`config.mk`:
```
export PLATFORM = sky130hd
export DESIGN_NAME = subnet_address_pool_allocator_unit
export DESIGN_NICKNAME = d
export VERILOG_FILES = /design/src/rtl/sapa_pkg.sv /design/src/rtl/sapa_bitmap.sv /design/src/rtl/sapa_find_free.sv /design/src/rtl/subnet_address_pool_allocator_unit.sv
export SDC_FILE = /design/constraint.sdc
export NUM_CORES = 1
export LEC_CHECK = 0
export BUFFER_PORTS_ARGS = -buffer_cell sky130_fd_sc_hd__buf_2
export CORE_AREA = 4 4 246 248
export CTS_CLUSTER_SIZE = 28
export DETAILED_ROUTE_END_ITERATION = 10
export DIE_AREA = 0 0 250 252
export PLACE_DENSITY = 0.62
export SLEW_MARGIN = 20
export SYNTH_ARGS = -nofsm -noshare
export SYNTH_HDL_FRONTEND = slang
export SYNTH_SLANG_ARGS = --single-unit
```
`constraint.sdc`:
```
create_clock -name clk -period 11.35 [get_ports clk]
set_clock_uncertainty 0.1 [all_clocks]
set_input_delay 1.7025 -clock clk [delete_from_list [all_inputs] [get_ports clk]]
set_output_delay 1.7025 -clock clk [all_outputs]
set_load 0.1 [all_outputs]
```
`src/rtl/sapa_pkg.sv`:
```
package sapa_pkg;

    localparam int MAX_HOST_BITS_DEF = 8;
    localparam int ADDR_W            = 32;
    localparam int PREFIX_W          = 5;
    localparam int STATUS_W          = 3;
    localparam int FREE_W            = 8;
    localparam int OUT_TDATA_W       = 40;
    localparam int CFG_IDX_W         = 2;

    localparam logic [ADDR_W-1:0]   NET_RESET    = 32'hC0A8_0100;
    localparam logic [PREFIX_W-1:0] PREFIX_RESET = 5'd24;

    // Configuration register indexes.
    localparam logic [CFG_IDX_W-1:0] CFG_NETWORK = 2'd0;
    localparam logic [CFG_IDX_W-1:0] CFG_PREFIX  = 2'd1;

    // Operation codes.
    localparam logic FUNC_ALLOC = 1'b0;
    localparam logic FUNC_FREE  = 1'b1;

    // Result status codes.
    localparam logic [STATUS_W-1:0] STAT_SUCCESS     = 3'd0;
    localparam logic [STATUS_W-1:0] STAT_OTHER       = 3'd1;
    localparam logic [STATUS_W-1:0] STAT_NONE        = 3'd2;
    localparam logic [STATUS_W-1:0] STAT_NOT_FOUND   = 3'd3;
    localparam logic [STATUS_W-1:0] STAT_DOUBLE_FREE = 3'd4;
    localparam logic [STATUS_W-1:0] STAT_RESERVED    = 3'd5;

endpackage

```
`src/rtl/sapa_bitmap.sv`:
```
module sapa_bitmap #(
    parameter int WORD_ADDR_W = 3,
    parameter int WORD_W      = 32
) (
    input  logic                   clk,
    input  logic                   rd_en,
    input  logic [WORD_ADDR_W-1:0] rd_addr,
    output logic [WORD_W-1:0]      rd_data,
    input  logic                   wr_en,
    input  logic [WORD_ADDR_W-1:0] wr_addr,
    input  logic [WORD_W-1:0]      wr_data
);

    localparam int DEPTH = 1 << WORD_ADDR_W;

    logic [WORD_W-1:0] mem [DEPTH];

    always_ff @(posedge clk)
    begin
        if (wr_en)
        begin
            mem[wr_addr] <= wr_data;
        end
        if (rd_en)
        begin
            rd_data <= mem[rd_addr];
        end
    end

endmodule

```
`src/rtl/sapa_find_free.sv`:
```
module sapa_find_free #(
    parameter int WORD_LG = 5,
    parameter int WORD_W  = 32
) (
    input  logic [WORD_W-1:0]  word,
    input  logic               first,
    input  logic [WORD_LG-1:0] lo_bit,
    input  logic               last,
    input  logic [WORD_LG-1:0] hi_bit,
    output logic               found,
    output logic [WORD_LG-1:0] idx
);

    logic [WORD_W-1:0] lo_mask;
    logic [WORD_W-1:0] hi_mask;
    logic [WORD_W-1:0] free_bits;

    // Only the first word is trimmed below the start and only the last one above the limit.
    assign lo_mask   = first ? ({WORD_W{1'b1}} << lo_bit) : {WORD_W{1'b1}};
    assign hi_mask   = last ? ({WORD_W{1'b1}} >> (~hi_bit)) : {WORD_W{1'b1}};
    assign free_bits = ~word & lo_mask & hi_mask;

    always_comb
    begin
        found = |free_bits;
        idx   = '0;
        for (int i = WORD_W - 1; i >= 0; i--)
        begin
            if (free_bits[i])
            begin
                idx = WORD_LG'(i);
            end
        end
    end

endmodule

```
`src/rtl/subnet_address_pool_allocator_unit.sv`:
```
// Channel | Signals                          | Beat contents (lowest bit first)
// s       | s_tvalid s_tready s_tdata s_tuser | tdata: addr[31:0]; tuser: func
// m       | m_tvalid m_tready m_tdata m_tuser | tdata: granted_addr, free_count; tuser: status
// cfg     | cfg_we cfg_index cfg_data         | 0 network_addr, 1 prefix_len
//
// An item goes from decide straight to done when no bitmap access is needed. A direct grant or free
// adds a read and a check; a search repeats read and check for each bitmap word it scans, plus a read
// that ends the scan when no free host is left; the bitmap read port is registered.
// With the default sizing a word holds 32 hosts.
// After reset and after every configuration write the bitmap is cleared, one word per cycle
// (2^MAX_HOST_BITS / 32 words by default), and s_tready stays low meanwhile.
// A result waits in the output register, so a new beat is taken while m is stalled.
module subnet_address_pool_allocator_unit #(
    parameter int MAX_HOST_BITS = sapa_pkg::MAX_HOST_BITS_DEF
) (
    input  logic                               clk,
    input  logic                               rst_n,
    input  logic                               s_tvalid,
    output logic                               s_tready,
    input  logic [sapa_pkg::ADDR_W-1:0]        s_tdata,   // addr
    input  logic [0:0]                         s_tuser,   // func
    output logic                               m_tvalid,
    input  logic                               m_tready,
    output logic [sapa_pkg::OUT_TDATA_W-1:0]   m_tdata,   // granted_addr[31:0], free_count[39:32]
    output logic [sapa_pkg::STATUS_W-1:0]      m_tuser,   // status
    input  logic                               cfg_we,
    input  logic [sapa_pkg::CFG_IDX_W-1:0]     cfg_index,
    input  logic [sapa_pkg::ADDR_W-1:0]        cfg_data
);

    import sapa_pkg::*;

    localparam int MHB     = MAX_HOST_BITS;
    localparam int WORD_LG = (MHB > 5) ? 5 : MHB - 1;
    localparam int WORD_W  = 1 << WORD_LG;
    localparam int AW      = MHB - WORD_LG;
    localparam int HBW     = $clog2(MHB + 1);

    localparam logic [MHB-1:0] CAP_MAX = MHB'((1 << MHB) - 3);
    localparam logic [5:0]     P_MIN   = 6'(32 - MHB);

    localparam logic [2:0] ST_IDLE   = 3'd0;
    localparam logic [2:0] ST_DECIDE = 3'd1;
    localparam logic [2:0] ST_READ   = 3'd2;
    localparam logic [2:0] ST_CHECK  = 3'd3;
    localparam logic [2:0] ST_DONE   = 3'd4;

    logic [2:0]          state_reg, state_next;
    logic [ADDR_W-1:0]   net_cfg_reg;
    logic [PREFIX_W-1:0] prefix_reg;
    logic                clearing_reg;
    logic [AW-1:0]       clr_cnt_reg;
    logic [MHB-1:0]      used_reg, used_next;

    logic                func_reg;
    logic [ADDR_W-1:0]   addr_reg;
    logic                search_reg, search_next;
    logic [MHB-1:0]      start_reg, start_next;
    logic [AW:0]         cur_reg, cur_next;
    logic [STATUS_W-1:0] ok_reg, ok_next;
    logic [STATUS_W-1:0] stat_reg, stat_next;
    logic [ADDR_W-1:0]   grant_reg, grant_next;

    logic                m_tvalid_reg;
    logic [STATUS_W-1:0] out_status_reg;
    logic [ADDR_W-1:0]   out_grant_reg;
    logic [FREE_W-1:0]   out_free_reg;

    // Subnet geometry from the configuration registers.
    logic [5:0]        p_clamp;
    logic [5:0]        hb6;
    logic [HBW-1:0]    hb;
    logic [MHB:0]      pow;
    logic [MHB:0]      top_w;
    logic [MHB-1:0]    top;
    logic [MHB-1:0]    lim;
    logic [MHB-1:0]    lim_m1;
    logic [ADDR_W-1:0] net_mask;
    logic [ADDR_W-1:0] net;
    logic [MHB-1:0]    host;
    logic [MHB-1:0]    host_p1;
    logic              in_net;
    logic              reserved;
    logic [AW-1:0]     last_word;

    always_comb
    begin
        p_clamp = {1'b0, prefix_reg};
        if (p_clamp > 6'd30)
        begin
            p_clamp = 6'd30;
        end
        if (p_clamp < P_MIN)
        begin
            p_clamp = P_MIN;
        end
        hb6 = 6'd32 - p_clamp;
        hb  = hb6[HBW-1:0];
    end

    assign pow       = {{MHB{1'b0}}, 1'b1} << hb;
    assign top_w     = pow - {{MHB{1'b0}}, 1'b1};
    assign top       = top_w[MHB-1:0];
    assign lim       = top - MHB'(1);
    assign lim_m1    = top - MHB'(2);
    assign net_mask  = {ADDR_W{1'b1}} << hb;
    assign net       = net_cfg_reg & net_mask;
    assign host      = addr_reg[MHB-1:0] & top;
    assign host_p1   = host + MHB'(1);
    assign in_net    = (addr_reg & net_mask) == net;
    assign reserved  = (host == '0) || (host == lim) || (host == top);
    assign last_word = lim_m1[MHB-1:WORD_LG];

    // Bitmap memory and the free-bit search over one word.
    logic              rd_en;
    logic [WORD_W-1:0] rd_data;
    logic              wr_en;
    logic [WORD_W-1:0] wr_data;
    logic              mem_wr_en;
    logic [AW-1:0]     mem_wr_addr;
    logic [WORD_W-1:0] mem_wr_data;
    logic [WORD_W-1:0] host_onehot;
    logic              host_bit;
    logic              find_first;
    logic              find_last;
    logic              find_found;
    logic [WORD_LG-1:0] find_idx;

    assign mem_wr_en   = clearing_reg | wr_en;
    assign mem_wr_addr = clearing_reg ? clr_cnt_reg : cur_reg[AW-1:0];
    assign mem_wr_data = clearing_reg ? '0 : wr_data;

    sapa_bitmap #(
        .WORD_ADDR_W (AW),
        .WORD_W      (WORD_W)
    ) u_bitmap (
        .clk     (clk),
        .rd_en   (rd_en),
        .rd_addr (cur_reg[AW-1:0]),
        .rd_data (rd_data),
        .wr_en   (mem_wr_en),
        .wr_addr (mem_wr_addr),
        .wr_data (mem_wr_data)
    );

    assign find_first = cur_reg == {1'b0, start_reg[MHB-1:WORD_LG]};
    assign find_last  = cur_reg == {1'b0, last_word};

    sapa_find_free #(
        .WORD_LG (WORD_LG),
        .WORD_W  (WORD_W)
    ) u_find (
        .word   (rd_data),
        .first  (find_first),
        .lo_bit (start_reg[WORD_LG-1:0]),
        .last   (find_last),
        .hi_bit (lim_m1[WORD_LG-1:0]),
        .found  (find_found),
        .idx    (find_idx)
    );

    assign host_onehot = {{(WORD_W-1){1'b0}}, 1'b1} << host[WORD_LG-1:0];
    assign host_bit    = |(rd_data & host_onehot);

    // Free count after the operation.
    logic [MHB-1:0]    cap;
    logic [MHB-1:0]    free_n;
    logic [FREE_W-1:0] free_sat;

    assign cap      = top - MHB'(3) + MHB'(1);
    assign free_n   = (used_reg <= cap) ? cap - used_reg : '0;
    assign free_sat = (free_n > MHB'(255)) ? 8'd255 : 8'(free_n);

    logic accept;
    logic out_load;

    assign s_tready = (state_reg == ST_IDLE) && !clearing_reg;
    assign accept   = s_tvalid && s_tready;
    assign out_load = (state_reg == ST_DONE) && (!m_tvalid_reg || m_tready);

    always_comb
    begin
        state_next  = state_reg;
        used_next   = used_reg;
        search_next = search_reg;
        start_next  = start_reg;
        cur_next    = cur_reg;
        ok_next     = ok_reg;
        stat_next   = stat_reg;
        grant_next  = grant_reg;
        rd_en       = 1'b0;
        wr_en       = 1'b0;
        wr_data     = rd_data;
        case (state_reg)
            ST_IDLE:
            begin
                if (accept)
                begin
                    state_next = ST_DECIDE;
                end
            end
            ST_DECIDE:
            begin
                grant_next = '0;
                if (func_reg == FUNC_ALLOC)
                begin
                    if (addr_reg == '0 || (in_net && reserved))
                    begin
                        search_next = 1'b1;
                        start_next  = MHB'(1);
                        cur_next    = '0;
                        ok_next     = (addr_reg == '0) ? STAT_SUCCESS : STAT_OTHER;
                        state_next  = ST_READ;
                    end
                    else if (!in_net)
                    begin
                        stat_next  = STAT_NONE;
                        state_next = ST_DONE;
                    end
                    else
                    begin
                        search_next = 1'b0;
                        cur_next    = {1'b0, host[MHB-1:WORD_LG]};
                        state_next  = ST_READ;
                    end
                end
                else if (!in_net)
                begin
                    stat_next  = STAT_NOT_FOUND;
                    state_next = ST_DONE;
                end
                else if (reserved)
                begin
                    stat_next  = STAT_RESERVED;
                    state_next = ST_DONE;
                end
                else
                begin
                    search_next = 1'b0;
                    cur_next    = {1'b0, host[MHB-1:WORD_LG]};
                    state_next  = ST_READ;
                end
            end
            ST_READ:
            begin
                if (search_reg && (cur_reg > {1'b0, last_word}))
                begin
                    stat_next  = STAT_NONE;
                    state_next = ST_DONE;
                end
                else
                begin
                    rd_en      = 1'b1;
                    state_next = ST_CHECK;
                end
            end
            ST_CHECK:
            begin
                if (!search_reg)
                begin
                    if (func_reg == FUNC_ALLOC)
                    begin
                        if (!host_bit)
                        begin
                            wr_en      = 1'b1;
                            wr_data    = rd_data | host_onehot;
                            used_next  = used_reg + MHB'(1);
                            stat_next  = STAT_SUCCESS;
                            grant_next = net | ADDR_W'(host);
                            state_next = ST_DONE;
                        end
                        else
                        begin
                            // Requested host is taken: scan upward from the next one.
                            search_next = 1'b1;
                            start_next  = host_p1;
                            cur_next    = {1'b0, host_p1[MHB-1:WORD_LG]};
                            ok_next     = STAT_OTHER;
                            state_next  = ST_READ;
                        end
                    end
                    else
                    begin
                        if (host_bit)
                        begin
                            wr_en     = 1'b1;
                            wr_data   = rd_data & ~host_onehot;
                            if (used_reg != '0)
                            begin
                                used_next = used_reg - MHB'(1);
                            end
                            stat_next = STAT_SUCCESS;
                        end
                        else
                        begin
                            stat_next = STAT_DOUBLE_FREE;
                        end
                        state_next = ST_DONE;
                    end
                end
                else if (find_found)
                begin
                    wr_en      = 1'b1;
                    wr_data    = rd_data | ({{(WORD_W-1){1'b0}}, 1'b1} << find_idx);
                    used_next  = used_reg + MHB'(1);
                    stat_next  = ok_reg;
                    grant_next = net | ADDR_W'({cur_reg[AW-1:0], find_idx});
                    state_next = ST_DONE;
                end
                else
                begin
                    cur_next   = cur_reg + (AW+1)'(1);
                    state_next = ST_READ;
                end
            end
            ST_DONE:
            begin
                if (out_load)
                begin
                    state_next = ST_IDLE;
                end
            end
            default:
            begin
                state_next = ST_IDLE;
            end
        endcase
    end

    logic cfg_hit;

    assign cfg_hit = cfg_we && ((cfg_index == CFG_NETWORK) || (cfg_index == CFG_PREFIX));

    always_ff @(posedge clk or negedge rst_n)
    begin
        if (!rst_n)
        begin
            state_reg    <= ST_IDLE;
            net_cfg_reg  <= NET_RESET;
            prefix_reg   <= PREFIX_RESET;
            clearing_reg <= 1'b1;
            clr_cnt_reg  <= '0;
            used_reg     <= '0;
            m_tvalid_reg <= 1'b0;
        end
        else
        begin
            state_reg <= state_next;
            used_reg  <= cfg_hit ? '0 : used_next;
            if (cfg_hit)
            begin
                if (cfg_index == CFG_NETWORK)
                begin
                    net_cfg_reg <= cfg_data;
                end
                else
                begin
                    prefix_reg <= cfg_data[PREFIX_W-1:0];
                end
                clearing_reg <= 1'b1;
                clr_cnt_reg  <= '0;
            end
            else if (clearing_reg)
            begin
                clr_cnt_reg <= clr_cnt_reg + AW'(1);
                if (clr_cnt_reg == {AW{1'b1}})
                begin
                    clearing_reg <= 1'b0;
                end
            end
            if (out_load)
            begin
                m_tvalid_reg <= 1'b1;
            end
            else if (m_tready)
            begin
                m_tvalid_reg <= 1'b0;
            end
        end
    end

    always_ff @(posedge clk)
    begin
        if (accept)
        begin
            func_reg <= s_tuser[0];
            addr_reg <= s_tdata;
        end
        search_reg <= search_next;
        start_reg  <= start_next;
        cur_reg    <= cur_next;
        ok_reg     <= ok_next;
        stat_reg   <= stat_next;
        grant_reg  <= grant_next;
        if (out_load)
        begin
            out_status_reg <= stat_reg;
            out_grant_reg  <= grant_reg;
            out_free_reg   <= free_sat;
        end
    end

    assign m_tvalid = m_tvalid_reg;
    assign m_tuser  = out_status_reg;
    assign m_tdata  = {out_free_reg, out_grant_reg};

    a_used_bound: assert property (@(posedge clk) disable iff (!rst_n)
        used_reg <= CAP_MAX)
        else $error("used count exceeds pool capacity");

    a_check_after_read: assert property (@(posedge clk) disable iff (!rst_n)
        (state_reg == ST_CHECK) |-> ($past(state_reg) == ST_READ))
        else $error("word checked without a preceding read");

    a_result_from_done: assert property (@(posedge clk) disable iff (!rst_n)
        $rose(m_tvalid_reg) |-> ($past(state_reg) == ST_DONE))
        else $error("result raised outside the done state");

    a_accept_decide: assert property (@(posedge clk) disable iff (!rst_n)
        (s_tvalid && s_tready) |=> (state_reg == ST_DECIDE))
        else $error("accepted beat did not start a decision");

    a_used_change: assert property (@(posedge clk) disable iff (!rst_n)
        !$stable(used_reg) |-> ($past(state_reg) == ST_CHECK) || $past(cfg_we))
        else $error("used count changed outside a bitmap update");

endmodule

```
==> results.ini, run 1 <==
[final_layout]
antenna_cells=0
fin_util_pct=45.0
nets=1950
drive_gt1_share_pct=22.6
largest_register_ffs=256
regMostFlops=u_bitmap.mem
final_cells=2646
synthToLayoutAreaGrowth_pct=13.7

[clocking]
ctsHoldBuffers=0
ctsResizeCount=0
clk_pin_slew_worst_paths_ps=60
root_buffer=clkbuf_16
cts_tree=built
cts_inserted_buffers=50
insertion_delay_ps=600
cts.path.max_buffers=3
cts-htree-levels=2
clock_sinks=466
post_cts_buffers=0

[die]
rows=89
dieWidth_um=250
dieHeight_um=252
ios=117
die-area_sq_mm=0.0630
initial_core_util_pct=39.5
fp.coreArea_sq_mm=0.0585

[grt]
use_met1_pct=30.2
grt_use_met2_pct=37.2
grt-ovfl-total=0
use_met3_pct=3.33
top_usage_layer=met2
grtUsageTotal_pct=22.2
first_global_vias=16001
grt_max_degree=61
grt_pass1_wl_um=106000
antenna_found_initial=0

[setup_path]
critPathLaunchType=register
crit_arrival_ps=10100
cp_max_fo=17
cp.required_ps=11590
end_kind=register
worst-path-buf-inv=6
critical_path_class=reg2reg
worst_path_largest_cell_delay_ps=790
cpLargestDelayFamily=simple AND/OR/NAND/NOR gates
critPathSlowestCell=a32oi_1
rrSetupSlack_ps=1490
cp.depth=30
rr_startpoint=prefix_reg[4]$_DFFE_PN1P_
r2r-end=u_bitmap.mem[7][7]$_DFFE_PP_
rr_worst_depth=30

[timing]
rsz0062_at_grt=false
slew_headroom_pct=26.8
slew_violations=0
tightest_slew_ps=1090
max_freq_mhz=101
setup_tns_ps=0
hold_viol=0
setup_viol=0
min_period_over_period_pct=86.9
fin_crit_ps=9860

[run]
max_cap_viol_count=0

[hold_path]
hp-class=reg2reg
whs_endpoint=out_grant_reg[0]$_DFFE_PP_
holdPathStages=0
worstHoldStart=grant_reg[0]$_SDFFCE_PN0P_

[drt]
drt_first_pass_iters=6
routed-via-count=16065
drc_errors=0
via_per_inst=6.07
wl_per_cell_um=27.3
wl_um=72100
initialDrtViolationCount=1532
ant_nets=0

[synthesis]
synth_ff_type=edfxtp_1
async_flop_share_pct=11.4
synth_xor_area_share_pct=2.12
synthCells=1730
synthMuxAreaShare_pct=10.0
synth_top_family_by_area=compound AO/OA/AOI/OAI gates
syn_nets=1844
syn_area_sq_mm=0.0231
ys_warn_count=0
synthAdderAreaFrac_pct=2.31
synth-compound-area-share_pct=12.6
synth-simple-area-share_pct=10.8
synth_area_per_cell_sq_um=13.4
synth_cell_type_count=108
synth_seq_cells=466
synth_edf_count=413
yosysSeqAreaShare_pct=59.4

[power_and_ir_drop]
pwr-share-clk_pct=30.4
switchingPower_mw=1.60
p_sw_share_pct=31.1
share_seq_of_total_power_pct=47.0
power.leakage_nw=9.11
power_frac_comb_pct=22.6
ir_drop_mv=0.158
pwr_density_cell_mw_per_mm2=196
intPower_mw=3.55

[placed_design]
io_buffers=116
dp_hpwl_um=50300
post-place-cells=2556
gp_congestion=0.954

[run_status]
status=finished, final reports clean

[worst max-delay path by stage]
stage                              start                            end
6_report       prefix_reg[4]$_DFFE_PN1P_   u_bitmap.mem[7][7]$_DFFE_PP_
5_1_grt        prefix_reg[4]$_DFFE_PN1P_   u_bitmap.mem[7][7]$_DFFE_PP_
4_1_cts        prefix_reg[4]$_DFFE_PN1P_  u_bitmap.mem[7][13]$_DFFE_PP_
3_5_place_dp   prefix_reg[4]$_DFFE_PN1P_   u_bitmap.mem[7][3]$_DFFE_PP_
3_3_place_gp   prefix_reg[3]$_DFFE_PN1P_   u_bitmap.mem[5][3]$_DFFE_PP_
2_1_floorplan  prefix_reg[3]$_DFFE_PN1P_   u_bitmap.mem[0][0]$_DFFE_PP_
[per-stage QoR]
stage               cell area, sq um  power (mW)  setup slack, ps  hold slack (ps)
floorplan                      23100        3.19             3290              300
global placement               24600        3.57             1740              301
detailed placement             24700        3.61             1640              305
CTS                            26200        5.19             1600              308
global route                   26300        5.38              902              300
finish                         26300        5.15             1490              309
[final cells by class]
cell class	count	area, sq um
clock buffer	73	1410
clock inverter	16	163
fill	5274	32200
inverter	54	203
multi-input combinational	1112	8870
sequential	466	13700
tap	773	967
timing repair buffer	152	931
[logic make-up after synthesis]
| family | after synthesis |
|---|---|
| and+or+nand+nor | 478 |
| DFF | 466 |
| AOI/OAI and AO/OA | 393 |
| buffers and inverters | 152 |
| muxes | 143 |
| xor gates and xnor gates | 56 |
| adders and majority gates | 42 |
[routing by layer]
metal / vias to the layer above / wire, um
met5: - / 0
met4: 0 / 2350
met3: 140 / 4800
met2: 732 / 35000
met1: 8157 / 30000
li1: 7036 / -
[synth_stat cells (all sizes together), types with 30 or more instances]
cell / n / area (sq um)
dfrtp: 44 / 1100
edfxtp: 413 / 12400
clkbuf: 69 / 259
nor3: 36 / 191
nor2: 102 / 388
a21oi: 72 / 387
mux2: 73 / 822
mux4: 64 / 1440
nand2: 114 / 433
inv: 53 / 199
and3: 30 / 188
nand3: 65 / 330
o21ai: 72 / 360
ha: 41 / 513
[power groups by stage]
stage | combinational (mW) | clock [mW] | sequential, mW
after global placement | 1.13 | 0 | 2.44
after floorplan | 0.663 | 0 | 2.52
after detailed placement | 1.16 | 0 | 2.46
after CTS | 1.16 | 1.61 | 2.42
after global routing | 1.25 | 1.68 | 2.45
final | 1.16 | 1.57 | 2.42
[layout by cell type (no fill, tap or decap), drive strengths merged, types with 29 or more instances in the layout]
| cell | count |
|---|---|
| and3 | 30 |
| mux4 | 64 |
| a21oi | 72 |
| nand3 | 65 |
| dfrtp | 44 |
| ha | 41 |
| buf | 152 |
| o21ai | 72 |
| nor2 | 102 |
| edfxtp | 413 |
| nor3 | 36 |
| xnor2 | 29 |
| nand2 | 114 |
| inv | 54 |
| clkbuf | 73 |
| mux2 | 73 |
No activity file was read; power rests on OpenSTA's default activity.
==> run 2: changes to the inputs <==
clock period = 10 ns   (was 11.35 ns; I/O delays follow)
==> results.ini, run 2 (synthesis gave the netlist of run 1 again) <==
[timing]
slew_headroom_pct=27.5
setup_tns_ps=0
tightest_slew_ps=1080
hold_viol=0
whs_ps=318
slew_violations=0
min_period_over_period_pct=94.4
setup_viol=0
max_freq_mhz=106
fin_crit_ps=9440

[setup_path]
cp_max_fo=13
worst_path_largest_cell_delay_ps=870
rr_worst_depth=29
r2r-end=u_bitmap.mem[4][7]$_DFFE_PP_
cpLargestDelayFamily=simple AND/OR/NAND/NOR gates
cp.depth=29
startpoint=prefix_reg[3]$_DFFE_PN1P_
critPathLaunchType=register
rrSetupSlack_ps=560
rr_startpoint=prefix_reg[3]$_DFFE_PN1P_
cp-endpoint=u_bitmap.mem[4][7]$_DFFE_PP_
critPathSlowestCell=a2111oi_2
crit_arrival_ps=9610
cp.required_ps=10160
worst-path-buf-inv=3
critical_path_class=reg2reg
end_kind=register

[grt]
antenna_found_initial=1
grtUsageTotal_pct=21.9
first_global_vias=15968
grt_pass1_wl_um=105000
grt_max_degree=61
grt-ovfl-total=0

[final_layout]
final_common_cell=edfxtp_1
regMostFlops=u_bitmap.mem
stdcell_area_sq_mm=0.0265
layout_common_cells=edfxtp_1, buf_2, nand2_1, nor2_1, mux2_2
drive_gt1_share_pct=23.8
largest_register_ffs=256
final_cells=2672
synthToLayoutAreaGrowth_pct=14.8
nets=1975

[drt]
initialDrtViolationCount=1477
routed-via-count=16353
ant_nets=0
drc_errors=0
drt_first_pass_iters=7
wl_per_cell_um=26.5
via_per_inst=6.12
wl_um=70900

[die]
ios=117
initial_core_util_pct=39.5
fp.coreArea_sq_mm=0.0585
rows=89
die-area_sq_mm=0.0630
dieWidth_um=250
dieHeight_um=252

[clocking]
cts.path.max_buffers=3
post_cts_buffers=0
cts-htree-levels=2
cts_tree=built
cts_inserted_buffers=50
clk_pin_slew_worst_paths_ps=60
root_buffer=clkbuf_16
clock_sinks=466
insertion_delay_ps=610

[placed_design]
post-place-cells=2582
gp_congestion=0.979
postPlaceCellArea_sq_mm=0.0248
io_buffers=116
dp_hpwl_um=49200

[power_and_ir_drop]
power.leakage_nw=9.27
power_frac_comb_pct=22.7
intPower_mw=4.14
p_sw_share_pct=30.6
ir_drop_mv=0.167
share_seq_of_total_power_pct=46.0
pwr_density_cell_mw_per_mm2=225
pwr-share-clk_pct=31.3
switchingPower_mw=1.83

[hold_path]
hp-class=reg2reg

[run_status]
status=finished, final reports clean

[run]
max_cap_viol_count=0

## run 2: cell types whose count changed in the layout (fill, tap and decap cells not counted), moves of 2 or more
cell / change
clkinvlp_4: +2
buf_4: +25
buf_12: +4
buf_16: -4
clkbuf_1: -7
clkinv_1: +5
clkbuf_8: -2
clkinv_2: -2
a311oi_2: +2
bufinv_16: +4
a311oi_1: -2
## run 2: power groups by stage
stage | Combinational (mW) | Sequential (mW) | Clock (mW)
floorplan | 0.753 | 2.87 | 0
global placement | 1.34 | 2.76 | 0
detailed placement | 1.35 | 2.78 | 0
CTS | 1.36 | 2.75 | 1.91
global route | 1.45 | 2.78 | 1.99
finish | 1.36 | 2.75 | 1.87
## run 2: worst min path at each step
stage                                startpoint                     endpoint  depth (start not counted)  slack (ps)
global placement    grant_reg[15]$_SDFFCE_PN0P_  out_grant_reg[15]$_DFFE_PP_                          0         300
global route        grant_reg[20]$_SDFFCE_PN0P_  out_grant_reg[20]$_DFFE_PP_                          0         320
detailed placement  grant_reg[17]$_SDFFCE_PN0P_  out_grant_reg[17]$_DFFE_PP_                          0         310
floorplan                 stat_reg[0]$_DFFE_PP_         m_tuser[0]$_DFFE_PP_                          0         300
finish              grant_reg[20]$_SDFFCE_PN0P_  out_grant_reg[20]$_DFFE_PP_                          0         320
CTS                  grant_reg[3]$_SDFFCE_PN0P_   out_grant_reg[3]$_DFFE_PP_                          0         320
## run 2: per-stage QoR
step / util, % / total power [mW] / setup slack [ps]
3_3_place_gp: 42.5 / 4.10 / 927
3_5_place_dp: 42.5 / 4.14 / 759
4_1_cts: 45.3 / 6.01 / 697
5_1_grt: 45.4 / 6.22 / -7.91
2_1_floorplan: - / 3.62 / 1940
6_report: 45.4 / 5.97 / 555
## run 2: per-layer routing
layer | vias to the layer above | share of wire [%] | wire length (um) | track usage (%)
met2 | 837 | 47 | 33100 | 35.1
met3 | 174 | 7.3 | 5190 | 3.44
met5 | - | 0 | 0 | 0
met4 | 0 | 4.4 | 3130 | 8.84
li1 | 7072 | - | - | -
met1 | 8270 | 42 | 29400 | 30.0
## run 2: area by class of cell
cell class | count | area [sq um]
tap | 773 | 967
sequential | 466 | 13700
clock buffer | 64 | 1360
multi-input combinational | 1112 | 8870
antenna | 1 | 2.50
inverter | 54 | 203
fill | 5268 | 31900
clock inverter | 25 | 307
timing repair buffer | 177 | 1090
## run 2: timing repair
item                                   CTS  global route
gates resized for setup                  0             4
setup endpoints to repair                0            32
hold buffers                             0             0
endpoints found under the hold margin    0             0
